<file path="config.mk">
export PLATFORM = sky130hd
export DESIGN_NAME = dual_stepper_shift_output
export DESIGN_NICKNAME = d
export VERILOG_FILES = /design/src/hdl/dsso_pkg.sv /design/src/hdl/dual_stepper_shift_output.sv
export VERILOG_INCLUDE_DIRS = /design/src /design/src/hdl
export SDC_FILE = /design/constraint.sdc
export NUM_CORES = 1
export LEC_CHECK = 0
export ABC_AREA = 1
export BUFFER_PORTS_ARGS = -buffer_cell sky130_fd_sc_hd__buf_2
export CORE_UTILIZATION = 69
export DETAILED_ROUTE_END_ITERATION = 16
export PLACE_DENSITY_LB_ADDON = 0.05
export SYNTH_ARGS = -nofsm -noshare
export SYNTH_HDL_FRONTEND = slang
export SYNTH_SLANG_ARGS = --single-unit
</file>
<file path="constraint.sdc">
create_clock -name clk -period 7.78 [get_ports clk]
set_clock_uncertainty 0.1 [all_clocks]
set_input_delay 1.167 -clock clk [delete_from_list [all_inputs] [get_ports clk]]
set_output_delay 1.167 -clock clk [all_outputs]
set_load 0.005 [all_outputs]
</file>
<file path="src/hdl/dual_stepper_shift_output_assert.svh">
// Assertion macros shared by the stepper output logic.
`ifndef DUAL_STEPPER_SHIFT_OUTPUT_ASSERT_SVH
`define DUAL_STEPPER_SHIFT_OUTPUT_ASSERT_SVH

// Check that is switched off while reset is asserted.
`define DSSO_ASSERT(lbl, prop, msg) \
  lbl: assert property (@(posedge clk) disable iff (!rst_n) prop) else $error(msg);

// Check that also runs during reset.
`define DSSO_ASSERT_RST(lbl, prop, msg) \
  lbl: assert property (@(posedge clk) prop) else $error(msg);

`endif

</file>
<file path="src/hdl/dsso_pkg.sv">
`timescale 1ns / 1ps

package dsso_pkg;

  // Output image and counter sizes.
  localparam int SHIFT_BYTES = 3;
  localparam int PERIOD_BITS = 20;
  localparam int IMG_BITS    = SHIFT_BYTES * 8;
  localparam int IMG_IDX_W   = $clog2(IMG_BITS);
  localparam int OFFSET_W    = 5;
  localparam int PIN_W       = 5;
  // Bit position wide enough for an offset plus three and for any image bit.
  localparam int POS_W       = ((IMG_IDX_W > OFFSET_W) ? IMG_IDX_W : OFFSET_W) + 1;

  // Word layouts.
  localparam int IN_DATA_W   = 8;
  localparam int OUT_FIELD_W = IMG_BITS + 2;
  localparam int OUT_DATA_W  = ((OUT_FIELD_W + 7) / 8) * 8;
  localparam int CFG_DATA_W  = PERIOD_BITS;
  localparam int CFG_IDX_W   = 2;

  typedef logic [IMG_BITS-1:0]    image_t;
  typedef logic [PERIOD_BITS-1:0] period_t;
  typedef logic [OFFSET_W-1:0]    offset_t;
  typedef logic [POS_W-1:0]       pos_t;

  // Configuration register indexes.
  typedef enum logic [CFG_IDX_W-1:0] {
    REG_LEFT_PERIOD  = 2'd0,
    REG_RIGHT_PERIOD = 2'd1,
    REG_LEFT_OFFSET  = 2'd2,
    REG_RIGHT_OFFSET = 2'd3
  } cfg_reg_t;

  // Reset values of the configuration registers.
  localparam period_t LEFT_PERIOD_RST  = PERIOD_BITS'(3000);
  localparam period_t RIGHT_PERIOD_RST = PERIOD_BITS'(6000);
  localparam offset_t LEFT_OFFSET_RST  = OFFSET_W'(8);
  localparam offset_t RIGHT_OFFSET_RST = OFFSET_W'(12);

endpackage

</file>
<file path="src/hdl/dual_stepper_shift_output.sv">
`timescale 1ns / 1ps
// Dual stepper wave-drive controller feeding a serial output shift register.
// Input channel (in_*): one word per microsecond tick carrying the button
// level and an optional single-pin write. Result channel (out_*): one word per
// input word with the output image after the tick, a frame-sent flag and the
// motor run flag. Config channel (cfg_*): writes the two step periods and the
// two coil bit offsets; cfg_ready is always high, and the user must make
// writes only while no word is in flight; the block does not enforce this.
// Latency: a result word is valid in the cycle after its input word is taken.
// Throughput: one word per cycle unless stalled; all tick work is a single
// combinational pass from the state registers into the state and result
// registers. Stall: the result register holds its word while out_tready is
// low, and in_tready drops until it is taken, so no word is lost or repeated.
// Reset: image, counters, phases, run flag and button latch clear, the
// configuration registers load their defaults, and the result register
// empties. Counters first come due period+1 ticks after reset; no step is made until a press sets the run flag.
`include "dual_stepper_shift_output_assert.svh"

module dual_stepper_shift_output (
  input  logic                               clk,
  input  logic                               rst_n,
  // Input words.
  input  logic                               in_tvalid,
  output logic                               in_tready,
  // [0] button_level, [1] pin_write_valid, [6:2] pin_index, [7] pin_level
  input  logic [dsso_pkg::IN_DATA_W-1:0]     in_tdata,
  // Result words.
  output logic                               out_tvalid,
  input  logic                               out_tready,
  // [23:0] output_image, [24] frame_sent, [25] motor_enabled, rest zero
  output logic [dsso_pkg::OUT_DATA_W-1:0]    out_tdata,
  // Configuration writes.
  input  logic                               cfg_valid,
  output logic                               cfg_ready,
  input  logic [dsso_pkg::CFG_IDX_W-1:0]     cfg_index,
  input  logic [dsso_pkg::CFG_DATA_W-1:0]    cfg_data
);

  localparam dsso_pkg::pos_t IMG_LIMIT = dsso_pkg::POS_W'(dsso_pkg::IMG_BITS);

  // Configuration registers.
  dsso_pkg::period_t left_period_r, right_period_r;
  dsso_pkg::offset_t left_off_r, right_off_r;

  // Tick state.
  dsso_pkg::image_t  image_r, image_nxt;
  dsso_pkg::period_t left_elapsed_r, left_elapsed_nxt;
  dsso_pkg::period_t right_elapsed_r, right_elapsed_nxt;
  logic [1:0]        left_phase_r, left_phase_nxt;
  logic [1:0]        right_phase_r, right_phase_nxt;
  logic              run_flag_r, run_flag_nxt;
  logic              press_r, press_nxt;
  logic              frame_nxt;

  // Result register.
  logic                            out_valid_r;
  logic [dsso_pkg::OUT_DATA_W-1:0] out_data_r;

  // Input fields.
  logic                        button_level;
  logic                        pin_write_valid;
  logic [dsso_pkg::PIN_W-1:0]  pin_index;
  logic                        pin_level;
  dsso_pkg::pos_t              pin_pos;
  logic                        in_acc;

  assign button_level    = in_tdata[0];
  assign pin_write_valid = in_tdata[1];
  assign pin_index       = in_tdata[6:2];
  assign pin_level       = in_tdata[7];
  assign pin_pos         = dsso_pkg::POS_W'(pin_index);

  assign in_tready  = !out_valid_r || out_tready;
  assign in_acc     = in_tvalid && in_tready;
  assign out_tvalid = out_valid_r;
  assign out_tdata  = out_data_r;
  assign cfg_ready  = 1'b1;

  // Write the one-hot coil pattern at an offset, dropping bits past the image.
  function automatic dsso_pkg::image_t put_coils(dsso_pkg::image_t img,
                                                 dsso_pkg::offset_t offset,
                                                 logic [1:0] phase);
    dsso_pkg::image_t res;
    dsso_pkg::pos_t   pos;
    res = img;
    for (int k = 0; k < 4; k++) begin
      pos = dsso_pkg::POS_W'(offset) + dsso_pkg::POS_W'(k);
      if (pos < IMG_LIMIT) begin
        res[pos[dsso_pkg::IMG_IDX_W-1:0]] = (phase == 2'(k));
      end
    end
    return res;
  endfunction

  // One tick: pin write, left step, right step, then button sampling.
  always_comb begin
    dsso_pkg::period_t lp;
    dsso_pkg::period_t rp;
    logic              left_step;
    logic              right_step;

    image_nxt       = image_r;
    frame_nxt       = 1'b0;
    left_phase_nxt  = left_phase_r;
    right_phase_nxt = right_phase_r;

    if (pin_write_valid && (pin_pos < IMG_LIMIT)) begin
      image_nxt[pin_pos[dsso_pkg::IMG_IDX_W-1:0]] = pin_level;
      frame_nxt = 1'b1;
    end

    // A zero period behaves as a period of one.
    lp = (left_period_r == '0) ? dsso_pkg::PERIOD_BITS'(1) : left_period_r;
    left_step = (left_elapsed_r >= lp);
    left_elapsed_nxt = left_step ? (left_elapsed_r - lp + dsso_pkg::PERIOD_BITS'(1))
                                 : (left_elapsed_r + dsso_pkg::PERIOD_BITS'(1));
    if (left_step && run_flag_r) begin
      image_nxt      = put_coils(image_nxt, left_off_r, left_phase_r);
      left_phase_nxt = left_phase_r + 2'd1;
      frame_nxt      = 1'b1;
    end

    rp = (right_period_r == '0) ? dsso_pkg::PERIOD_BITS'(1) : right_period_r;
    right_step = (right_elapsed_r >= rp);
    right_elapsed_nxt = right_step ? (right_elapsed_r - rp + dsso_pkg::PERIOD_BITS'(1))
                                   : (right_elapsed_r + dsso_pkg::PERIOD_BITS'(1));
    if (right_step && run_flag_r) begin
      image_nxt       = put_coils(image_nxt, right_off_r, right_phase_r);
      right_phase_nxt = right_phase_r - 2'd1;
      frame_nxt       = 1'b1;
    end

    // Toggle the run flag once per press.
    run_flag_nxt = run_flag_r;
    press_nxt    = press_r;
    if (!button_level) begin
      if (!press_r) begin
        run_flag_nxt = !run_flag_r;
        press_nxt    = 1'b1;
      end
    end else begin
      press_nxt = 1'b0;
    end
  end

  // Configuration registers.
  always_ff @(posedge clk) begin
    if (!rst_n) begin
      left_period_r  <= dsso_pkg::LEFT_PERIOD_RST;
      right_period_r <= dsso_pkg::RIGHT_PERIOD_RST;
      left_off_r     <= dsso_pkg::LEFT_OFFSET_RST;
      right_off_r    <= dsso_pkg::RIGHT_OFFSET_RST;
    end else if (cfg_valid && cfg_ready) begin
      case (dsso_pkg::cfg_reg_t'(cfg_index))
        dsso_pkg::REG_LEFT_PERIOD:  left_period_r  <= cfg_data;
        dsso_pkg::REG_RIGHT_PERIOD: right_period_r <= cfg_data;
        dsso_pkg::REG_LEFT_OFFSET:  left_off_r     <= cfg_data[dsso_pkg::OFFSET_W-1:0];
        dsso_pkg::REG_RIGHT_OFFSET: right_off_r    <= cfg_data[dsso_pkg::OFFSET_W-1:0];
        default: ;
      endcase
    end
  end

  // Tick state advances once per accepted word.
  always_ff @(posedge clk) begin
    if (!rst_n) begin
      image_r         <= '0;
      left_elapsed_r  <= '0;
      right_elapsed_r <= '0;
      left_phase_r    <= '0;
      right_phase_r   <= '0;
      run_flag_r      <= 1'b0;
      press_r         <= 1'b0;
    end else if (in_acc) begin
      image_r         <= image_nxt;
      left_elapsed_r  <= left_elapsed_nxt;
      right_elapsed_r <= right_elapsed_nxt;
      left_phase_r    <= left_phase_nxt;
      right_phase_r   <= right_phase_nxt;
      run_flag_r      <= run_flag_nxt;
      press_r         <= press_nxt;
    end
  end

  // Result register valid flag.
  always_ff @(posedge clk) begin
    if (!rst_n) begin
      out_valid_r <= 1'b0;
    end else if (in_acc) begin
      out_valid_r <= 1'b1;
    end else if (out_tready) begin
      out_valid_r <= 1'b0;
    end
  end

  // Result payload.
  always_ff @(posedge clk) begin
    if (in_acc) begin
      out_data_r <= dsso_pkg::OUT_DATA_W'({run_flag_nxt, frame_nxt, image_nxt});
    end
  end

  // A disabled tick without a pin write inside the image sends no frame.
  `DSSO_ASSERT(a_no_frame_when_idle,
    in_acc && !run_flag_r && !(pin_write_valid && (pin_pos < IMG_LIMIT))
      |=> !out_data_r[dsso_pkg::IMG_BITS],
    "frame sent with motor off and no pin write")
  // Phases hold while the motor is off.
  `DSSO_ASSERT(a_phase_hold,
    in_acc && !run_flag_r |=> $stable(left_phase_r) && $stable(right_phase_r),
    "phase moved while motor disabled")
  // The reported run flag is the flag the block now holds.
  `DSSO_ASSERT(a_run_flag_report,
    in_acc |=> out_data_r[dsso_pkg::IMG_BITS+1] == run_flag_r,
    "motor_enabled does not match run flag")
  // Reset empties the result register.
  `DSSO_ASSERT_RST(a_reset_empty,
    !rst_n |=> !out_valid_r,
    "result valid after reset")

endmodule

</file>
==> results.sh <==
export IMPL_crit_path_max_incr_delay_ps=610
export IMPL_synth_warnings=0
export IMPL_clk_pin_slew_ps=70
export IMPL_crit_top_cell="nand2_1"
export IMPL_port_buffers=62
export IMPL_hold_slack_ps=397
export IMPL_die_area_sq_um=21300
export IMPL_ff2ff_path_depth=22
export IMPL_critPathLaunchType="flip-flop"
export IMPL_cp_num_cells=22
export IMPL_ys_seq_area_frac=0.224
export IMPL_ant_nets=0
export IMPL_clk_path_buf_depth=2
export IMPL_wirelength_um=47200
export IMPL_dr_first_iter_drc_count=1622
export IMPL_fmax_mhz=247
export IMPL_worstPathArrival_ps=4260
export IMPL_cts_max_level=4
export IMPL_vias=16400
export IMPL_r2r_slack_ps=3740
export IMPL_die_w_um=146
export IMPL_cts_tree="yes"
export IMPL_synth_ff_type="dfxtp_1"
export IMPL_path_cells="nor4_1 -> nand2_1 -> inv_1 -> nand4_1 -> and2_1 -> inv_1 -> ha_1 -> nand4_1 -> nor4_1 -> nor2_1 -> buf_4 -> nor2_4 -> inv_2 -> nand2_1 -> nand2_1 -> nand2_1 -> nand2_1 -> nand2_1 -> nand2_1 -> nand2_1 -> nand2_1 -> inv_1"
export IMPL_setup_tns_final_ps=0
export IMPL_start_util=0.704
export IMPL_startpoint="left_period_r[1]"
export IMPL_power_density_nw_per_um2=206
export IMPL_netlist_area_sq_um=14300
export IMPL_ys_top_cells_by_count="nand2_1 (590), inv_1 (338), nor2_1 (271)"
export IMPL_globalRoute_totalOverflow=0
export IMPL_synthArstFlopShare=0
export IMPL_coreArea_sq_um=20300
export IMPL_wl_per_cell_um=17.9
export IMPL_synth_top_area_frac=0.170
export IMPL_worstReg2RegEnd="out_tdata[10]"
export IMPL_gp_congestion=1.01
export IMPL_critical_path_endpoint="out_tdata[10]"
export IMPL_antenna_found_initial=0
export IMPL_top_level_ports=70
export IMPL_synth_edff_count=26
export IMPL_cp_slowest_cell="nor2_4"
export IMPL_dpl_hpwl_um=33600
export IMPL_fin_crit_ps=4040
export IMPL_finalSetupViolCount=0
export IMPL_relSlewSlack=0.246
export IMPL_rows=52
export IMPL_grt_pass1_vias=15000
export IMPL_drive_gt1_frac=0.0628
export IMPL_fin_crit_sh=0.520
export IMPL_slew_viol_final=0
export IMPL_critPathKind="flip-flop to flip-flop"
export IMPL_dp_cells=2613
export IMPL_drt_pass1_iterations=9
export IMPL_crit_family="simple AND/OR/NAND/NOR gates"
export IMPL_worstMarginPinSlew_ps=1130
export IMPL_maxCapViolCount=0
export IMPL_drc=0
export IMPL_r2r_start="left_period_r[1]"
export IMPL_grt_usage=0.440
export IMPL_synth_area_leaders="dfxtp_1 (17%), nand2_1 (15%), inv_1 (8.9%), ha_1 (8.2%), a21oi_1 (8.0%)"
export IMPL_crit_path_end_kind="flip-flop"
export IMPL_grt_pass1_wl_um=74700
export IMPL_min_path_type="flip-flop to flip-flop"
export IMPL_vias_per_cell=6.19
export IMPL_numCtsBuffers=17
export IMPL_post_cts_buffers=0
export IMPL_ys_ff_latch=147
export IMPL_syn_to_final_growth_pct=5.99
export IMPL_yosysMostFrequentCell="nand2_1"
export IMPL_rsz0062_at_grt="no"
export IMPL_worst_ir_drop_vdd_mv=0.178
export IMPL_cts_resized=0
export IMPL_synth_cells=2367
export IMPL_power_leakage_nw=7.34
export IMPL_ys_types=48
export IMPL_fin_cells=2644
export IMPL_critPathRequiredTime_ps=7990
export IMPL_nNetsFinal=2511
export IMPL_cp_buffers_inverters=5
export IMPL_hold_buffers=0
export IMPL_clk_latency_ps=440
export IMPL_cp_max_fo=27
export IMPL_status="complete, no violations"
export IMPL_avgSynthCellArea_sq_um=6.04
export IMPL_n_antenna_cell=0
export IMPL_clockRootBuffer="clkbuf_16"
export IMPL_clock_sinks=147
export IMPL_synth_top_area_cell="dfxtp_1"
export IMPL_grt_start_max_net_pins=98
export IMPL_hold_viol_final=0
export IMPL_die_height_um=146
logic make-up (layout without fill, tap and decap cells):
| group | count (synthesis) | in the layout | share of synthesized area |
|---|---|---|---|
| AND/OR/NAND/NOR | 1139 | 1139 | 0.335 |
| AO/OA/AOI/OAI | 460 | 460 | 0.174 |
| buffers and inverters | 452 | 454 | 0.122 |
| flip-flops | 147 | 147 | 0.224 |
| adder cells (fa/ha/maj) | 114 | 114 | 0.110 |
| XOR/XNOR | 53 | 53 | 0.0335 |
| other | 2 | 7 | 0.000526 |
where the power goes:
group	total, mW	switching [mW]	internal, mW
Clock	0.797	0.381	0.417
Sequential	0.982	0.0993	0.883
Combinational	1.34	0.898	0.440
Total	3.12	1.38	1.74
worst min path at each step:
stage,startpoint,endpoint,cells past startpoint
4_1_cts,right_period_r[0],right_period_r[0],2
2_1_floorplan,left_period_r[0],left_period_r[0],2
3_5_place_dp,right_period_r[0],right_period_r[0],2
6_report,left_period_r[18],left_period_r[18],2
3_3_place_gp,right_period_r[0],right_period_r[0],2
5_1_grt,right_period_r[0],right_period_r[0],2
cell type report:
type                    instances  area (sq um)
flip-flops and latches        147          3200
fillers                      1644          5150
multi-input cells            1773          9360
clock inverters                14           119
clock buffers                  17           425
inverters                     352          1320
well taps                     270           338
repair buffers                 71           378
through the flow:
step           area [sq um]  setup WS [ps]  power, mW   util
3_3_place_gp          14600           4060       2.23  0.719
2_1_floorplan         14300           4730       1.92      -
3_5_place_dp          14600           3920       2.27  0.719
4_1_cts               15100           3850       3.07  0.746
5_1_grt               15100           3540       3.29  0.746
6_report              15100           3740       3.12  0.746
worst min-delay path: cells and delay by family, from the launching register on:
family / cells / cell delay, ps
compound gates: 1 / 60
flops: 1 / 310
buf+inv: 1 / 80
cell usage in the layout, fill, tap and decap left out, types with 10 or more instances in the layout:
| master | count |
|---|---|
| nand2_1 | 590 |
| inv_1 | 338 |
| nor2_1 | 271 |
| a21oi_1 | 228 |
| nand3_1 | 181 |
| o21ai_0 | 141 |
| dfxtp_1 | 121 |
| ha_1 | 94 |
| buf_2 | 62 |
| xor2_1 | 45 |
| o211ai_1 | 34 |
| nand4_1 | 26 |
| edfxtp_1 | 26 |
| a31oi_1 | 25 |
| nor3_1 | 20 |
| fa_1 | 20 |
| clkbuf_16 | 17 |
| nor4_1 | 11 |
| nor2_2 | 10 |
flip-flops by register name (all words and copies together), names as in the netlist, 5 cells and up:
signal	cells
right_elapsed_r	20
right_period_r	20
left_period_r	20
out_tdata	26
right_off_r	5
image_r	24
left_off_r	5
left_elapsed_r	20
metal layers:
| layer | up-vias | track usage | routed length (um) |
|---|---|---|---|
| met2 | 1122 | 0.733 | 21700 |
| met1 | 7332 | 0.521 | 17300 |
| met5 | - | 0 | 0 |
| met4 | 0 | 0.304 | 3300 |
| li1 | 7637 | - | - |
| met3 | 264 | 0.0712 | 4910 |
No activity file was read; power rests on OpenSTA's default activity.
